--- src/rtl/block_slot_allocator_top_assert.svh ---
// ---------------------------------------------------------------------------
// block_slot_allocator_top_assert.svh
// assertion macros used by the slot allocator core
// ---------------------------------------------------------------------------
`ifndef BLOCK_SLOT_ALLOCATOR_TOP_ASSERT_SVH
`define BLOCK_SLOT_ALLOCATOR_TOP_ASSERT_SVH

// same-cycle implication, checked outside reset
`define BSA_ASSERT_NOW(lbl, clk, rst, ante, cons) \
   lbl: assert property (@(posedge clk) disable iff (rst) (ante) |-> (cons)) \
      else $error("slot allocator check failed");

// next-cycle implication, checked outside reset
`define BSA_ASSERT_NEXT(lbl, clk, rst, ante, cons) \
   lbl: assert property (@(posedge clk) disable iff (rst) (ante) |=> (cons)) \
      else $error("slot allocator check failed");

`endif

--- src/rtl/bsa_ram.sv ---
// ---------------------------------------------------------------------------
// bsa_ram
// generic simple dual-port ram with registered read
// ---------------------------------------------------------------------------
module bsa_ram #(
   parameter int WIDTH = 8,
   parameter int DEPTH = 16
) (
   input  logic                     clock,
   input  logic                     we,
   input  logic [$clog2(DEPTH)-1:0] waddr,
   input  logic [WIDTH-1:0]         wdata,
   input  logic                     re,
   input  logic [$clog2(DEPTH)-1:0] raddr,
   output logic [WIDTH-1:0]         rdata
);

   logic [WIDTH-1:0] mem_ff [DEPTH];
   logic [WIDTH-1:0] rdata_ff;

   // write port
   always_ff @(posedge clock) begin
      if (we) begin
         mem_ff[waddr] <= wdata;
      end
   end

   // registered read port
   always_ff @(posedge clock) begin
      if (re) begin
         rdata_ff <= mem_ff[raddr];
      end
   end

   assign rdata = rdata_ff;

endmodule

--- config.mk ---
export PLATFORM = sky130hd
export DESIGN_NAME = bsa_ram
export DESIGN_NICKNAME = d
export VERILOG_FILES = /design/src/rtl/block_slot_allocator_top_assert.svh /design/src/rtl/bsa_ram.sv
export SDC_FILE = /design/constraint.sdc
export NUM_CORES = 1
export LEC_CHECK = 0
export BUFFER_PORTS_ARGS = -buffer_cell sky130_fd_sc_hd__buf_2
export CAP_MARGIN = 20
export CORE_ASPECT_RATIO = 0.9
export CORE_MARGIN = 2
export CORE_UTILIZATION = 50
export DETAILED_ROUTE_END_ITERATION = 8
export GPL_ROUTABILITY_DRIVEN = 0
export PLACE_DENSITY_LB_ADDON = 0.12
export SYNTH_ARGS = -nofsm -noshare
export SYNTH_HDL_FRONTEND = slang
export SYNTH_SLANG_ARGS = --single-unit
--- constraint.sdc ---
create_clock -name clock -period 2.75 [get_ports clock]
set_clock_uncertainty 0.15 [all_clocks]
set_input_delay 0.55 -clock clock [delete_from_list [all_inputs] [get_ports clock]]
set_output_delay 0.55 -clock clock [all_outputs]
set_load 0.02 [all_outputs]
==> reports/summary.md <==
The run finished with clean final reports. The max-slew violation count was 0; the residual overflow from global routing was 0. The number of buffers added by the clock tree synthesis step is 17. Quantity of I/O buffers inserted on ports: 26.

Initial cell density of the core: 0.512. After detailed routing, the average wire length per cell comes to 22.7 microns. By area the synthesized netlist is led by edfxtp_1, mux4_2, mux4_1.

Setup repair after global routing left no endpoint under its margin. For the remaining max-slew budget at the tightest pin, the log shows 0.514. The area share of the leading cell type in the synthesized netlist works out to 0.781.

The first detailed-routing pass ran for 4 iterations. Power spread over the standard cell area amounts to 798 nW/um^2. The worst setup path is launched from a primary input. The ratio of cells with drive above 1 in the final layout was 0.313; the filler-free cell count of the finished design was 426.

Hold path endpoint: rdata[0]. After technology mapping, the gate count stands at 229. The tools report the startpoint of the worst-slack reg-to-reg timing path as mem_ff[9][1].

The total of hold buffers inserted after clock tree synthesis is 0. The maximum number of pins on one net before global-route repair was 33. The logs give 0.781 for the sequential fraction of the synthesis area and 35 for the standard-cell row count. Synthesis produced a netlist with a net count of 248. The synthesized design contains 136 register bits. TritonCTS built the clock tree. The ratio of routed vias to standard cells is 5.65. Detailed placement ended at an HPWL of 6260 microns.

The top cell type by total area after synthesis was edfxtp_1. The proportion of power drawn by combinational gates is 0.044. The clock latency on the worst-skew pair came out at 0.40 ns.

The tools report the count of pins on the block boundary as 27. The min-delay analysis places its worst path in the category in2reg. The routed design could run at a clock period as short as 1.94 ns.

After clock tree synthesis, the setup repair step added 0 buffers. The number of cells on the worst hold path came out at 1. Number of buffers between clock root and the deepest sink: 2.

The first global-routing pass estimated 14,800 microns of wire. End of the worst register-to-register path: rdata[1]. The via count of the first global-routing pass is 2,476. After floorplanning, the core was sized to cover 10,200 sq um. The final period utilization is 0.707.

Final number of hold-violating endpoints: 0. Across all register-to-register paths, the minimum setup slack is 1.10 ns. Data on the critical path arrives at its endpoint at 1.93 ns. The logs give 165 for the violation count after the first detailed-route iteration and 0 ns for the setup TNS. In this run, distinct cell masters in the synthesized netlist total 18.

For the internal power contribution, the log shows 0.00403 W. The area growth from synthesis to layout is 19.4%. The run gives 0.472 as the proportion of power drawn by flip-flops and latches. Start-to-end type of the worst setup path: in2reg. The analysis attributes to net switching a power of 0.000949 W.

For this run, the post-layout net count is 303. The repair_antennas step left the layout with diodes totalling 0. The worst-case IR drop observed on VDD is 0.000335 V.

CTS placed an instance of clkbuf_16 at the clock tree root. STA classifies the critical path endpoint as a flop. The clock net in this run drives a total of 136 sinks. After synthesis the cells add up to 5230 sq um. Summed over all cells, the static leakage comes to 2.13 nW. The run gives 0 as the post-detailed-route DRC marker count. A synthesized cell averages 22.8 sq um. Overall power consumption: 0.00498 W.

The count of maximum capacitance violations is 0, and the endpoint required time on the critical path is 2.74 ns. The width of the die is 112 microns, and the synthesis warning total is 0. For the overall track demand over capacity in global routing, the log shows 0.189. The transition time at the pin with the least slew margin works out to 0.726 ns. Static timing analysis puts the maximum clock frequency at 515 MHz. The switching part of the total was 0.190; the residual antenna-violating net count after detailed routing was 0.

For the final count of negative-setup-slack endpoints, the log shows 0. The routed layout has 2,409 vias. The cell count of the worst reg-to-reg path was 3; the post-CTS resize count was 0.

The startpoint identified for the worst hold timing path is re. The clock share of power is 0.484, and the die footprint is 11,300 sq um. From bottom edge to top edge, the die measures 101 microns. The tools report the number of levels in the clock H-tree as 4.

The initial antenna violation count is 0, and the highest fanout seen on the critical path is 18. The number of instances in the placed design is 394, and the register clock-pin slew on the reported worst setup and hold paths is 0.06 ns. The final routed wirelength across all metal layers was 9680 microns.
[sequential cells by signal, indices dropped and copies added, names as in the netlist]
register	count
rdata	8
mem_ff	128
[stage by stage]
stage	cell area (sq um)	hold WS, ns	util	worst slack (ns)
2_1_floorplan	5230	0.499	-	0.557
3_3_place_gp	5610	0.590	0.550	0.369
3_5_place_dp	5610	0.600	0.550	0.336
4_1_cts	6240	0.362	0.612	0.768
5_1_grt	6240	0.358	0.612	0.748
6_report	6240	0.379	0.612	0.807
[area by class of cell]
type                       instances  area [sq um]
tap                              129           161
sequential                       136          4080
timing repair buffer              46           305
multi-input combinational         83          1060
clock buffer                      19           433
clock inverter                    13           201
fill                             706          3960
[logic make-up (layout without fill, tap and decap cells)]
family | Yosys count | count (layout) | share of synthesized area
flops | 136 | 136 | 0.781
mux | 32 | 32 | 0.148
simple gates | 35 | 35 | 0.0314
compound gates | 16 | 16 | 0.0230
buf+inv | 10 | 78 | 0.0165
[worst max-delay path: stages]
cell	delay, ns
buf_2	0.21
buf_12	0.21
mux4_1	0.57
a22oi_1	0.29
nand2_1	0.09
[placed cells by master, fill, tap and decap left out, drive strengths merged]
cell,instances
and2,1
bufinv,5
edfxtp,136
nor2,13
nand2,9
a22oi,16
and2b,1
or3b,1
nor3,4
nand3b,2
clkinv,6
nand3,1
inv,1
clkinvlp,1
nor2b,1
nand2b,2
mux4,32
buf,46
clkbuf,19
[power by group through the flow]
stage / Combinational [W] / Sequential (W) / Clock (W)
after floorplan: 0.000118 / 0.00240 / 0
after global placement: 0.000222 / 0.00239 / 0
after detailed placement: 0.000226 / 0.00239 / 0
after CTS: 0.000226 / 0.00235 / 0.00245
after global routing: 0.000240 / 0.00235 / 0.00255
final: 0.000220 / 0.00235 / 0.00241
[cells in the mapped netlist]
library cell / n
edfxtp_1: 136
mux4_2: 18
a22oi_1: 16
mux4_1: 14
nor2_1: 13
nand2_1: 9
nor3_1: 4
buf_2: 3
buf_6: 3
clkdlybuf4s25_2: 3
nand2b_1: 2
nand3b_1: 2
and2_1: 1
and2b_1: 1
buf_4: 1
nand3_1: 1
nor2b_1: 1
or3b_2: 1
[layer usage]
| metal | share of wire | GRT usage | vias up |
|---|---|---|---|
| li1 | - | - | 1096 |
| met1 | 0.46 | 0.265 | 1246 |
| met2 | 0.47 | 0.290 | 63 |
| met3 | 0.057 | 0.0523 | 4 |
| met4 | 0.0057 | 0.0684 | 0 |
| met5 | 0 | 0 | - |
[worst max-delay path by stage]
stage	slack, ns	end	from	cells after the start
2_1_floorplan	0.56	mem_ff[0][0]	waddr[2]	2
3_3_place_gp	0.37	rdata[1]	raddr[0]	5
3_5_place_dp	0.34	rdata[1]	raddr[0]	5
4_1_cts	0.77	rdata[1]	raddr[0]	5
5_1_grt	0.75	rdata[1]	raddr[0]	5
6_report	0.81	rdata[1]	raddr[0]	5
Power figures use the tool's default switching activity.
