## src/rtl/block_slot_allocator_top_assert.svh

```systemverilog
// ---------------------------------------------------------------------------
// block_slot_allocator_top_assert.svh
// assertion macros used by the slot allocator core
// ---------------------------------------------------------------------------
`ifndef BLOCK_SLOT_ALLOCATOR_TOP_ASSERT_SVH
`define BLOCK_SLOT_ALLOCATOR_TOP_ASSERT_SVH

// same-cycle implication, checked outside reset
`define BSA_ASSERT_NOW(lbl, clk, rst, ante, cons) \
   lbl: assert property (@(posedge clk) disable iff (rst) (ante) |-> (cons)) \
      else $error("slot allocator check failed");

// next-cycle implication, checked outside reset
`define BSA_ASSERT_NEXT(lbl, clk, rst, ante, cons) \
   lbl: assert property (@(posedge clk) disable iff (rst) (ante) |=> (cons)) \
      else $error("slot allocator check failed");

`endif

```

## src/rtl/bsa_pkg.sv

```systemverilog
// ---------------------------------------------------------------------------
// bsa_pkg
// shared types and constants of the block slot allocator
// ---------------------------------------------------------------------------
package bsa_pkg;

   // depth of the free stack and derived widths
   localparam int MAX_SLOTS = 1024;
   localparam int ADDR_W    = $clog2(MAX_SLOTS);
   localparam int CNT_W     = ADDR_W + 1;

   // fixed field widths
   localparam int SLOT_W    = 10;
   localparam int LIMIT_W   = 11;
   localparam int BYTES_W   = 21;
   localparam int OFFSET_W  = 30;
   localparam int STATUS_W  = 2;
   localparam int CSR_IDX_W = 1;

   // command codes
   localparam logic CMD_ALLOC = 1'b0;
   localparam logic CMD_FREE  = 1'b1;

   // status codes
   localparam logic [STATUS_W-1:0] ST_OK       = 2'd0;
   localparam logic [STATUS_W-1:0] ST_FULL     = 2'd1;
   localparam logic [STATUS_W-1:0] ST_OVERFLOW = 2'd2;

   // register indexes
   localparam logic [CSR_IDX_W-1:0] REG_SLOT_LIMIT  = 1'd0;
   localparam logic [CSR_IDX_W-1:0] REG_BLOCK_BYTES = 1'd1;

   // reset values of the registers
   localparam logic [LIMIT_W-1:0] SLOT_LIMIT_RST  = 11'd1024;
   localparam logic [BYTES_W-1:0] BLOCK_BYTES_RST = 21'd4096;

   typedef enum logic [1:0] {
      S_IDLE,
      S_READ,
      S_MUL,
      S_OUT
   } state_type;

   // free stack access from the core
   typedef struct packed {
      logic              we;
      logic [ADDR_W-1:0] waddr;
      logic [SLOT_W-1:0] wdata;
      logic              re;
      logic [ADDR_W-1:0] raddr;
   } mem_req_type;

   // finished result handed to the output register
   typedef struct packed {
      logic [STATUS_W-1:0] status;
      logic [SLOT_W-1:0]   slot;
      logic [OFFSET_W-1:0] offset;
   } result_type;

endpackage

```

## src/rtl/bsa_core.sv

```systemverilog
// ---------------------------------------------------------------------------
// bsa_core
// command sequencer: stack pointer, bump counter, registers and offset
// ---------------------------------------------------------------------------
`include "block_slot_allocator_top_assert.svh"

module bsa_core (
   input  logic                             clock,
   input  logic                             reset,
   input  logic                             req_valid,
   output logic                             req_stall,
   input  logic                             req_command,
   input  logic [bsa_pkg::SLOT_W-1:0]       req_freed_slot,
   input  logic                             csr_we,
   input  logic [bsa_pkg::CSR_IDX_W-1:0]    csr_index,
   input  logic [bsa_pkg::BYTES_W-1:0]      csr_wdata,
   output bsa_pkg::mem_req_type             mem_req,
   input  logic [bsa_pkg::SLOT_W-1:0]       mem_rdata,
   output logic                             res_valid,
   input  logic                             res_load,
   output bsa_pkg::result_type              res
);

   bsa_pkg::state_type                state_ff, state_in;
   logic [bsa_pkg::CNT_W-1:0]         stack_count_ff, stack_count_in;
   logic [bsa_pkg::CNT_W-1:0]         next_fresh_ff, next_fresh_in;
   logic [bsa_pkg::LIMIT_W-1:0]       slot_limit_ff;
   logic [bsa_pkg::BYTES_W-1:0]       block_bytes_ff;
   logic [bsa_pkg::STATUS_W-1:0]      status_ff, status_in;
   logic [bsa_pkg::SLOT_W-1:0]        slot_ff, slot_in;
   logic                              granted_ff, granted_in;
   logic [bsa_pkg::OFFSET_W-1:0]      offset_ff, offset_in;
   logic                              accept;
   logic [31:0]                       limit_eff;
   logic                              stack_full;
   logic                              stack_empty;
   logic                              fresh_full;
   logic [bsa_pkg::SLOT_W+bsa_pkg::BYTES_W-1:0] product;

   assign accept = req_valid && !req_stall;

   // effective limit is the smaller of the register and the stack depth
   always_comb begin
      if (32'(slot_limit_ff) > 32'(bsa_pkg::MAX_SLOTS)) begin
         limit_eff = 32'(bsa_pkg::MAX_SLOTS);
      end else begin
         limit_eff = 32'(slot_limit_ff);
      end
   end

   assign stack_full  = 32'(stack_count_ff) >= 32'(bsa_pkg::MAX_SLOTS);
   assign stack_empty = stack_count_ff == '0;
   assign fresh_full  = 32'(next_fresh_ff) >= limit_eff;

   // offset multiplier
   assign product = (bsa_pkg::SLOT_W+bsa_pkg::BYTES_W)'(slot_ff)
                  * (bsa_pkg::SLOT_W+bsa_pkg::BYTES_W)'(block_bytes_ff);

   // configuration registers
   always_ff @(posedge clock) begin
      if (reset) begin
         slot_limit_ff  <= bsa_pkg::SLOT_LIMIT_RST;
         block_bytes_ff <= bsa_pkg::BLOCK_BYTES_RST;
      end else if (csr_we) begin
         unique case (csr_index)
            bsa_pkg::REG_SLOT_LIMIT:  slot_limit_ff  <= csr_wdata[bsa_pkg::LIMIT_W-1:0];
            bsa_pkg::REG_BLOCK_BYTES: block_bytes_ff <= csr_wdata;
            default: ;
         endcase
      end
   end

   // control state
   always_ff @(posedge clock) begin
      if (reset) begin
         state_ff       <= bsa_pkg::S_IDLE;
         stack_count_ff <= '0;
         next_fresh_ff  <= '0;
      end else begin
         state_ff       <= state_in;
         stack_count_ff <= stack_count_in;
         next_fresh_ff  <= next_fresh_in;
      end
   end

   // result payload
   always_ff @(posedge clock) begin
      status_ff  <= status_in;
      slot_ff    <= slot_in;
      granted_ff <= granted_in;
      offset_ff  <= offset_in;
   end

   // next state, stack access and result build-up
   always_comb begin
      state_in       = state_ff;
      stack_count_in = stack_count_ff;
      next_fresh_in  = next_fresh_ff;
      status_in      = status_ff;
      slot_in        = slot_ff;
      granted_in     = granted_ff;
      offset_in      = offset_ff;
      mem_req        = '0;
      req_stall      = 1'b1;
      res_valid      = 1'b0;

      unique case (state_ff)
         bsa_pkg::S_IDLE: begin
            req_stall = 1'b0;
            if (accept) begin
               status_in  = bsa_pkg::ST_OK;
               slot_in    = '0;
               granted_in = 1'b0;
               state_in   = bsa_pkg::S_MUL;
               if (req_command == bsa_pkg::CMD_FREE) begin
                  // push onto the stack unless it is full
                  if (stack_full) begin
                     status_in = bsa_pkg::ST_OVERFLOW;
                  end else begin
                     mem_req.we     = 1'b1;
                     mem_req.waddr  = stack_count_ff[bsa_pkg::ADDR_W-1:0];
                     mem_req.wdata  = req_freed_slot;
                     stack_count_in = stack_count_ff + 1'b1;
                  end
               end else if (!stack_empty) begin
                  // pop the top entry, data returns next cycle
                  mem_req.re     = 1'b1;
                  mem_req.raddr  = bsa_pkg::ADDR_W'(stack_count_ff - 1'b1);
                  stack_count_in = stack_count_ff - 1'b1;
                  granted_in     = 1'b1;
                  state_in       = bsa_pkg::S_READ;
               end else if (fresh_full) begin
                  status_in = bsa_pkg::ST_FULL;
               end else begin
                  // hand out a never-used slot
                  slot_in       = bsa_pkg::SLOT_W'(next_fresh_ff);
                  granted_in    = 1'b1;
                  next_fresh_in = next_fresh_ff + 1'b1;
               end
            end
         end
         bsa_pkg::S_READ: begin
            slot_in  = mem_rdata;
            state_in = bsa_pkg::S_MUL;
         end
         bsa_pkg::S_MUL: begin
            offset_in = granted_ff ? product[bsa_pkg::OFFSET_W-1:0] : '0;
            state_in  = bsa_pkg::S_OUT;
         end
         bsa_pkg::S_OUT: begin
            res_valid = 1'b1;
            if (res_load) begin
               state_in = bsa_pkg::S_IDLE;
            end
         end
         default: state_in = bsa_pkg::S_IDLE;
      endcase
   end

   assign res.status = status_ff;
   assign res.slot   = slot_ff;
   assign res.offset = offset_ff;

   // checks
   `BSA_ASSERT_NOW(a_count_bound, clock, reset, 1'b1, 32'(stack_count_ff) <= 32'(bsa_pkg::MAX_SLOTS))
   `BSA_ASSERT_NEXT(a_read_then_mul, clock, reset, state_ff == bsa_pkg::S_READ, state_ff == bsa_pkg::S_MUL)
   `BSA_ASSERT_NOW(a_no_wr_rd, clock, reset, mem_req.we, !mem_req.re)
   `BSA_ASSERT_NEXT(a_pop_count, clock, reset, mem_req.re, stack_count_ff == $past(stack_count_ff) - 1'b1)

endmodule

```

## config.mk

```make
export PLATFORM = sky130hd
export DESIGN_NAME = bsa_core
export DESIGN_NICKNAME = d
export VERILOG_FILES = /design/src/rtl/bsa_pkg.sv /design/src/rtl/bsa_core.sv
export VERILOG_INCLUDE_DIRS = /design/src /design/src/rtl
export SDC_FILE = /design/constraint.sdc
export NUM_CORES = 1
export LEC_CHECK = 0
export CORE_MARGIN = 2
export CORE_UTILIZATION = 66
export CTS_CLUSTER_DIAMETER = 40
export CTS_CLUSTER_SIZE = 25
export DETAILED_ROUTE_END_ITERATION = 6
export DONT_BUFFER_PORTS = 1
export PLACE_DENSITY = 0.82
export RECOVER_POWER = 25
export SETUP_SLACK_MARGIN = 0.2
export SKIP_LAST_GASP = 1
export SYNTH_ARGS = -nofsm -noshare
export SYNTH_HDL_FRONTEND = slang
export SYNTH_SLANG_ARGS = --single-unit
```

## constraint.sdc

```tcl
create_clock -name clock -period 5.93 [get_ports clock]
set_input_delay 1.779 -clock clock [delete_from_list [all_inputs] [get_ports clock]]
set_output_delay 1.779 -clock clock [all_outputs]
set_load 0.005 [all_outputs]
```

==> impl_metrics.toml <==
[outcome]
outcome = "finished, violations left"
violations = "capacitance limit, slew limit"

[critical_path]
worst-path-buf-inv = 6
cp_max_fo = 8
critPathMaxStageDelay_ps = 590
crit_cells = 19
arrival_ps = 5740
critPathCaptureType = "flip-flop"
path_class = "flip-flop to flip-flop"
critPathTopFamily = "adder cells"
path_cells = "buf_6 > buf_4 > and2_1 > fa_1 > inv_1 > fa_1 > inv_1 > fa_1 > inv_1 > fa_1 > inv_1 > ha_1 > ha_1 > and3_1 > and2_1 > nand3_1 > a211oi_1 > nor4_1 > mux2i_1"
r2r_cells = 19
critPathLaunchType = "flip-flop"
required_ps = 6040
slowest_stage = "edfxtp_1"

[detailed_routing]
top_layer = "met4"
wl_met2_um = 12900
remaining_drc_errors = 0
num_vias = 9006
dr_wl_met3_um = 2420
wire_per_inst_um = 18.1
wirelength_um = 27700
drt_pass1_iterations = 5
ant_nets = 0
vias_per_cell = 5.89
drt_iter0_drc = 520
wl_met1_um = 11500

[floorplanning]
core_mm2 = 0.0173
dieArea_mm2 = 0.0188
ios = 124
start_util = 0.675
row_count = 48
die_w_um = 137
die_h_um = 137

[synthesis]
synth_flop_cell = "dfxtp_1"
synth_top_area_frac = 0.256
synthArstFlopShare = 0
postSynthCellCount = 1332
seq_area_frac_synth = 0.207
syn_area_per_cell_um2 = 8.76
ys_warn_count = 0
yosys-top-cells-count = "nand2_1, inv_1, fa_1"
yosysMostFrequentCell = "nand2_1"
synth_edf_count = 43
synth_nets = 1610
yosys-top-cells-area = "fa_1, edfxtp_1, dfxtp_1"
yosysTopAreaCell = "fa_1"
syn_area_mm2 = 0.0117
synth-seq-cells = 99
yosysUniqueCellTypes = 68

[placed_design]
gp_congestion = 0.907
portBuffers = 0
dp.cells = 1497
dpl.hpwl_um = 20500
post_dp_cell_area_mm2 = 0.0118

[cells_and_area]
design_area_mm2 = 0.0122
fin_nets = 1578
n_antenna_cell = 0
drive_gt1_frac = 0.0628
area_growth_pct = 4.64
instances_no_fill = 1530
n_fill_cell = 1347

[flow_run]
maxCapViolCount = 1

[clock_network]
cts_sinks = 99
cts_tree = "done"
clkTransAtPathRegs_ps = 80
htree_levels = 3
insertion_delay_ps = 360
cts_inserted_buffers = 9
ctsRootBufferMaster = "clkbuf_16"
clockBufferDepth = 2

[sta]
finalCriticalPeriod_ps = 5640
period_share = 0.950
tns_ps = 0
finalSetupViolCount = 0
rsz0062_at_grt = "true"
final_hold_viol_count = 0
worst_slew_pin_slew_ps = 1790
slew_violations = 31
slew_headroom = -0.193
fin_hold_ws_ps = 460
fmax_mhz = 177
fin_skew_ps = 11.9

[pwr]
power.leakage_uw = 0.00573
finalPower_uw = 4130
irDropWorstVdd_uv = 326
power.density_mw_per_mm2 = 338

[global_routing]
antenna_found_initial = 0
grt_remaining_overflow = 0
grt_pass1_vias = 8926
grt_max_degree = 69
grt_pass1_wl_um = 44400
grtUsageTotal = 0.304

[min_path]
whs_path_depth = 2
hp-class = "flip-flop to flip-flop"
-- state kept, by name, summed over array words and instances (netlist names) --
signal,count
status_ff,2
granted_ff,1
next_fresh_ff,11
slot_limit_ff,11
state_ff,2
block_bytes_ff,21
offset_ff,30
stack_count_ff,11
slot_ff,10
-- cell families (layout without fill, tap and decap cells) --
| group | Yosys count | count (layout) | synth area share |
|---|---|---|---|
| buffers and inverters | 254 | 227 | 0.0833 |
| AOI/OAI and AO/OA | 168 | 168 | 0.0925 |
| xor gates and xnor gates | 33 | 33 | 0.0248 |
| muxes | 23 | 23 | 0.0209 |
| DFF | 99 | 99 | 0.207 |
| and+or+nand+nor | 525 | 525 | 0.229 |
| adders and majority gates | 230 | 230 | 0.343 |
-- area by class of cell --
class	instances	area [um^2]	share of cell area
Clock inverter	6	57.6	0.00471
Sequential cell	99	2410	0.198
Clock buffer	10	229	0.0188
Timing Repair Buffer	35	250	0.0205
Inverter	176	661	0.0541
Multi-Input combinational cell	979	8320	0.681
Tap cell	225	282	0.0231
-- worst paths after layout --
kind | startpoint | to | slack [ps]
setup / recovery | slot_ff[5] | offset_ff[28] | 290
hold / removal | slot_limit_ff[9] | slot_limit_ff[9] | 460
setup reg to reg | slot_ff[5] | offset_ff[28] | 290
hold reg to reg | slot_limit_ff[9] | slot_limit_ff[9] | 460
-- timing repair --
item,in CTS,in global routing
endpoints found under the setup margin,2,14
hold buffers,0,0
pin swaps,0,2
setup buffers,5,12
gates resized for setup,1,22
-- metrics by stage --
stage               setup slack [ps]   util
floorplan                        535      -
global placement                 369  0.681
detailed placement               194  0.681
CTS                              216  0.699
global route                     121  0.706
finish                           294  0.706
-- cells in the final DEF, fill, tap and decap left out, drive strengths merged, types with 11 or more instances in the layout --
master / n
nand2: 205
inv: 179
fa: 149
and2: 140
ha: 81
nor2: 70
a21oi: 62
dfxtp: 56
edfxtp: 43
buf: 31
o21ai: 24
xor2: 17
xnor2: 16
nor2b: 15
a21o: 15
nand3: 15
nor3: 15
a211oi: 15
clkbuf: 14
nand2b: 13
mux2i: 12
nor4: 12
mux2: 11
-- metal layers --
metal / up-vias / global-route usage
li1: 4195 / -
met1: 4346 / 0.412
met2: 395 / 0.488
met3: 70 / 0.0715
met4: 0 / 0.0888
met5: - / 0
-- where the power goes --
part	leakage, uW	switching (uW)	internal, uW
Clock	0.000141	304	296
Sequential	0.000873	215	923
Combinational	0.00472	1450	942
Total	0.00573	1970	2160
-- worst min-delay path, delay by kind of cell, from the launching register on --
kind	cells	cell delay, ps
DFF	1	320
AOI/OAI and AO/OA	1	50
and+or+nand+nor	1	50
(Power assumes the default switching activity.)
